$ cat src/sv/lss_pkg.sv
`timescale 1ns / 1ps
`default_nettype none

package lss_pkg;

	// Field and arithmetic widths
	localparam int DATA_W = 32;
	localparam int FRAC_W = 16;
	localparam int THR_W  = 40;
	localparam logic [THR_W-1:0] THR_RESET = 40'd42950;

	// Products are exact, the cross differences gain one bit
	localparam int PROD_W = 2 * DATA_W;
	localparam int SUM_W  = PROD_W + 1;
	// Magnitude of a determinant or numerator; input range keeps it below 2^(PROD_W-1)
	localparam int MAG_W  = PROD_W;

	// Quotient window and the dividend bits that lie above it
	localparam int Q_W        = DATA_W;
	localparam int SHIFT_W    = Q_W - FRAC_W;
	localparam int HI_W       = MAG_W - SHIFT_W;
	localparam int DIV_STAGES = Q_W;

	// Queue between front and back, a power of two
	localparam int QUEUE_DEPTH = 4;
	localparam int QPTR_W      = $clog2(QUEUE_DEPTH);

	// Clip bounds as magnitudes
	localparam logic [Q_W-1:0] POS_LIMIT = {1'b0, {(Q_W-1){1'b1}}};
	localparam logic [Q_W-1:0] NEG_LIMIT = {1'b1, {(Q_W-1){1'b0}}};

	// One classified system, ready for division
	typedef struct packed {
		logic             solved;
		logic             neg0;
		logic             neg1;
		logic [MAG_W-1:0] d_mag;
		logic [MAG_W-1:0] n0_mag;
		logic [MAG_W-1:0] n1_mag;
	} sys_t;

endpackage

`default_nettype wire

$ cat src/sv/lss_queue.sv
`timescale 1ns / 1ps
`default_nettype none

module lss_queue (
	input  logic          clk,
	input  logic          arst_n,
	input  logic          push_vld,
	input  lss_pkg::sys_t push_data,
	output logic          push_rdy,
	output logic          pop_vld,
	output lss_pkg::sys_t pop_data,
	input  logic          pop_en
);

	lss_pkg::sys_t                mem_q [lss_pkg::QUEUE_DEPTH];
	logic [lss_pkg::QPTR_W-1:0]   wr_ptr_q, rd_ptr_q;
	logic [lss_pkg::QPTR_W:0]     cnt_q;
	logic                         push, pop;

	assign push_rdy = cnt_q != (lss_pkg::QPTR_W + 1)'(lss_pkg::QUEUE_DEPTH);
	assign pop_vld  = cnt_q != '0;
	assign pop_data = mem_q[rd_ptr_q];
	assign push     = push_vld && push_rdy;
	assign pop      = pop_vld && pop_en;

	// Track pointers and fill level; pointers wrap at the power-of-two depth
	always_ff @(posedge clk or negedge arst_n) begin
		if (!arst_n) begin
			wr_ptr_q <= '0;
			rd_ptr_q <= '0;
			cnt_q    <= '0;
		end else begin
			if (push) wr_ptr_q <= wr_ptr_q + 1'b1;
			if (pop)  rd_ptr_q <= rd_ptr_q + 1'b1;
			unique case ({push, pop})
				2'b10:   cnt_q <= cnt_q + 1'b1;
				2'b01:   cnt_q <= cnt_q - 1'b1;
				default: cnt_q <= cnt_q;
			endcase
		end
	end

	// Store the incoming word
	always_ff @(posedge clk) begin
		if (push) mem_q[wr_ptr_q] <= push_data;
	end

endmodule

`default_nettype wire

$ cat config.mk
export PLATFORM = sky130hd
export DESIGN_NAME = lss_queue
export DESIGN_NICKNAME = d
export VERILOG_FILES = /design/src/sv/lss_pkg.sv /design/src/sv/lss_queue.sv
export SDC_FILE = /design/constraint.sdc
export NUM_CORES = 1
export LEC_CHECK = 0
export BUFFER_PORTS_ARGS = -buffer_cell sky130_fd_sc_hd__buf_4
export CAP_MARGIN = 20
export CORE_ASPECT_RATIO = 1.75
export CORE_MARGIN = 1.5
export CORE_UTILIZATION = 50
export DETAILED_ROUTE_END_ITERATION = 8
export PLACE_DENSITY = 0.71
export SYNTH_ARGS = -nofsm -noshare
export SYNTH_HDL_FRONTEND = slang
export SYNTH_SLANG_ARGS = --single-unit
$ cat constraint.sdc
create_clock -name clk -period 4.5 [get_ports clk]
set_input_delay 0.225 -clock clk [delete_from_list [all_inputs] [get_ports clk]]
set_output_delay 0.225 -clock clk [all_outputs]
set_load 0.05 [all_outputs]
==> summary.txt <==
Timing
  – Accumulated negative setup slack: 0 ns
  – Final Cycle Share: around 72%
  – Measured slew at the worst slew-check pin: around 0.91 ns
  – Max Slew Vio Count: 0
  – Post-route worst hold slack: roughly 0.36 ns
  – Final hold viol count: 0
  – Minimum clock period after layout: 3.24 ns
  – Maximum clock frequency: between 300 and 400 MHz
  – Worst clock skew: about 0.018 ns
  – Worst slew margin relative to its limit: just under 40%
  – Setup repair after global routing missed its margin: false
  – Setup-violating endpoint count in the final report: 0

Placement
  – Placed cell count: ~2200
  – Count of input and output buffers: roughly 400
  – RePlAce Congestion: roughly 0.75
  – Total half-perimeter wirelength after legalization and detailed placement: about 35000 um

Die
  – Die Outline Area: between 50000 and 60000 um2
  – Initial core utilization: between 50% and 60%
  – Top-Level Pins: about 400
  – Standard-cell row count: between 100 and 150
  – Area of the core: 56300 um2
  – Chip Height: around 320 um
  – Die X-Extent: 184 um

Setup path
  – Critical register-to-register path startpoint: cnt_q[2]
  – Largest fanout on the critical path: slightly above 40
  – Slowest Stage Delay on Critical Path: between 1 and 1.5 ns
  – Bufs and invs on worst path: 2
  – Startpoint-to-endpoint class of the critical path: reg2out
  – Most repeated library cell on the critical path: sky130_fd_sc_hd__buf_4
  – Worst EP required: around 4.3 ns
  – Cell-by-cell listing of the critical path: buf_4 -> mux4_2 -> buf_4
  – Slowest library cell on the worst path: sky130_fd_sc_hd__dfrtp_4
  – Data arrival time of the critical path: a little over 3 ns
  – Endpoint kind of the worst setup timing path: primary output
  – CP startpoint: rd_ptr_q[0]
  – Startpoint kind of the worst setup timing path: flip-flop
  – Critical path's top delay family: flip-flops

Clocking
  – Number of H-tree branching levels: 3
  – PostCTS Resize Cnt: 0
  – Clk sinks: approximately 790
  – Clock latency at the later pin of the worst-skew pair: about 0.6 ns
  – Longest Clk Path Bufs: 3
  – CTS tree: built
  – Count of hold-fix buffers inserted at cts: approximately 200
  – Total clock buffers created by CTS: 69
  – Library cell used as clock root buffer: sky130_fd_sc_hd__clkbuf_16
  – Clock transition at the registers of the reported paths: 0.06 ns
  – Post-CTS Setup Repair Bufs: 0

Run status
  – Run status: finished, final reports clean

Power and ir drop
  – Cell-internal power: about 17000 uW
  – Switching Fraction: around 38%
  – Fraction of power consumed by the clock network: between 20% and 30%
  – Max IR drop VDD: around 660 uV
  – Power share of the sequential group: about 37%
  – Combinational Power Share: 40.5%
  – P_sw: 10300 uW
  – Leakage power: around 0.013 uW
  – Power density over cell area: approximately 740 nW/um2

Synth
  – Synth Net Count: ~1300
  – Seq/Total Area, Yosys: between 80 and 90%
  – Number of standard cells after synthesis: approximately 1100
  – Seq cells post-synth: 787
  – Mean Syn Cell Area: approximately 27 um2
  – Number of distinct library cell variants in the gate-level netlist after synthesis: 20
  – Ys Warns: 0
  – Post-Syn Area: 28600 um2

Global routing
  – Number of global-route vias before repair: 14700
  – Antenna violations before repair: 7
  – Wire length of the first global-routing pass: roughly 87000 um
  – Global-route usage over all layers: between 20% and 30%
  – Remaining global-route overflow: 0
  – Largest net degree at the start of global routing: 85

Cells and area
  – Final net count: ~1900
  – Non-filler instance count after layout: roughly 2500
  – Layout filler cell count: about 3600
  – Fin util: roughly two thirds
  – Synthesis-to-layout area growth: 29.1%
  – Fraction of layout instances using a drive strength above 1: 41.4%

Drt
  – Vias/cell: between 5 and 6
  – DR pass1 iterations: 5
  – Via count: 13400
  – Total wirelength of the detailed-routed design: 57800 um
  – Detailed router's first-iteration violation count: ~830
  – Residual antenna-violating net count after detailed routing: 0
  – Post-route DRC violation count: 0
  – Routed wire length per instance: 23.0 um

Worst hold path
  – Min-Delay Startpoint: push_data[11]
  – Worst min-delay path category: in2reg

Job
  – Number of max-cap violations: 0
-- cells in the final DEF (no fill, tap or decap), types with 2 or more instances in the layout --
master                          count
sky130_fd_sc_hd__and3_4             4
sky130_fd_sc_hd__buf_4            401
sky130_fd_sc_hd__dlygate4sd3_1    199
sky130_fd_sc_hd__clkinv_2          12
sky130_fd_sc_hd__mux4_2           195
sky130_fd_sc_hd__xnor2_1            3
sky130_fd_sc_hd__clkbuf_1           8
sky130_fd_sc_hd__inv_1              6
sky130_fd_sc_hd__diode_2            4
sky130_fd_sc_hd__ha_1               5
sky130_fd_sc_hd__buf_12            13
sky130_fd_sc_hd__clkinvlp_4         2
sky130_fd_sc_hd__edfxtp_1         780
sky130_fd_sc_hd__inv_6              4
sky130_fd_sc_hd__bufinv_16         10
sky130_fd_sc_hd__dfrtp_4            2
sky130_fd_sc_hd__xor2_1             3
sky130_fd_sc_hd__clkbuf_16         73
sky130_fd_sc_hd__clkinv_8           2
sky130_fd_sc_hd__clkinv_1          13
sky130_fd_sc_hd__dfrtp_1            5
-- logic make-up after synthesis --
kind of cell	count (synthesis)	share of synthesized area [%]
DFF	787	82.6
muxes	197	15.5
buffers and inverters	50	1.15
and+or+nand+nor	9	0.228
xor gates and xnor gates	6	0.184
adders and majority gates	6	0.289
AOI/OAI and AO/OA	1	0.0351
-- layout make-up --
type                    instances  area, um2  area share [%]
diodes                          4       10.0          0.0272
inverters                       6       22.5          0.0611
clock inverters                44        500            1.36
flip-flops and latches        787      23600            64.1
well taps                     760        951            2.58
repair buffers                613       5260            14.3
multi-input cells             219       4640            12.6
clock buffers                  81       1860            5.04
-- power groups by stage --
| stage | combinational, uW | sequential, uW | clock (uW) |
|---|---|---|---|
| 6_report | 11100 | 10200 | 6080 |
| 3_5_place_dp | 11100 | 10400 | 0 |
| 3_3_place_gp | 11000 | 10300 | 0 |
| 4_1_cts | 11200 | 10200 | 6220 |
| 5_1_grt | 11500 | 10300 | 6480 |
| 2_1_floorplan | 8020 | 10100 | 0 |
-- state kept, by name, summed over array words and instances, names as in the netlist --
signal,count
mem_q,780
cnt_q,3
rd_ptr_q,2
wr_ptr_q,2
-- final timing paths --
| kind | end | slack [ns] | cells after the start |
|---|---|---|---|
| max reg2reg | mem_q[3][67] | 2.08 | 3 |
| min in group asynchronous | cnt_q[0] | 0.58 | 3 |
| min | mem_q[2][11] | 0.36 | 2 |
| max in group asynchronous | rd_ptr_q[1] | 3.65 | 3 |
| min reg2reg | cnt_q[2] | 0.52 | 1 |
| max | pop_data[80] | 1.26 | 3 |
-- metal layers --
metal	vias to the layer above	global-route usage, %	wire [um]
li1	5865	-	-
met1	6917	23.4	20800
met2	476	35.5	31000
met3	106	4.57	3800
met4	6	9.64	2100
met5	-	0	41
-- stage by stage --
| stage | cell area (um2) | setup slack (ns) | power [uW] |
|---|---|---|---|
| after floorplan | 28600 | 0.869 | 18200 |
| after global placement | 32500 | 1.80 | 21300 |
| after detailed placement | 32500 | 1.77 | 21400 |
| after CTS | 36800 | 1.11 | 27700 |
| after global routing | 36900 | 1.00 | 28400 |
| final | 36900 | 1.26 | 27400 |
-- synth_stat cells, drive strengths merged --
| cell | number | area share, % |
|---|---|---|
| and2 | 1 | 0.031 |
| and3 | 4 | 0.11 |
| buf | 38 | 0.99 |
| clkbuf | 6 | 0.079 |
| dfrtp | 7 | 0.61 |
| edfxtp | 780 | 82 |
| fa | 1 | 0.070 |
| ha | 5 | 0.22 |
| inv | 6 | 0.079 |
| mux2 | 1 | 0.053 |
| mux2i | 1 | 0.035 |
| mux4 | 195 | 15 |
| nand2 | 1 | 0.013 |
| nor2 | 1 | 0.013 |
| o31a | 1 | 0.035 |
| or3 | 1 | 0.026 |
| or3b | 1 | 0.039 |
| xnor2 | 3 | 0.092 |
| xor2 | 3 | 0.092 |
Power figures use the tool's default switching activity.
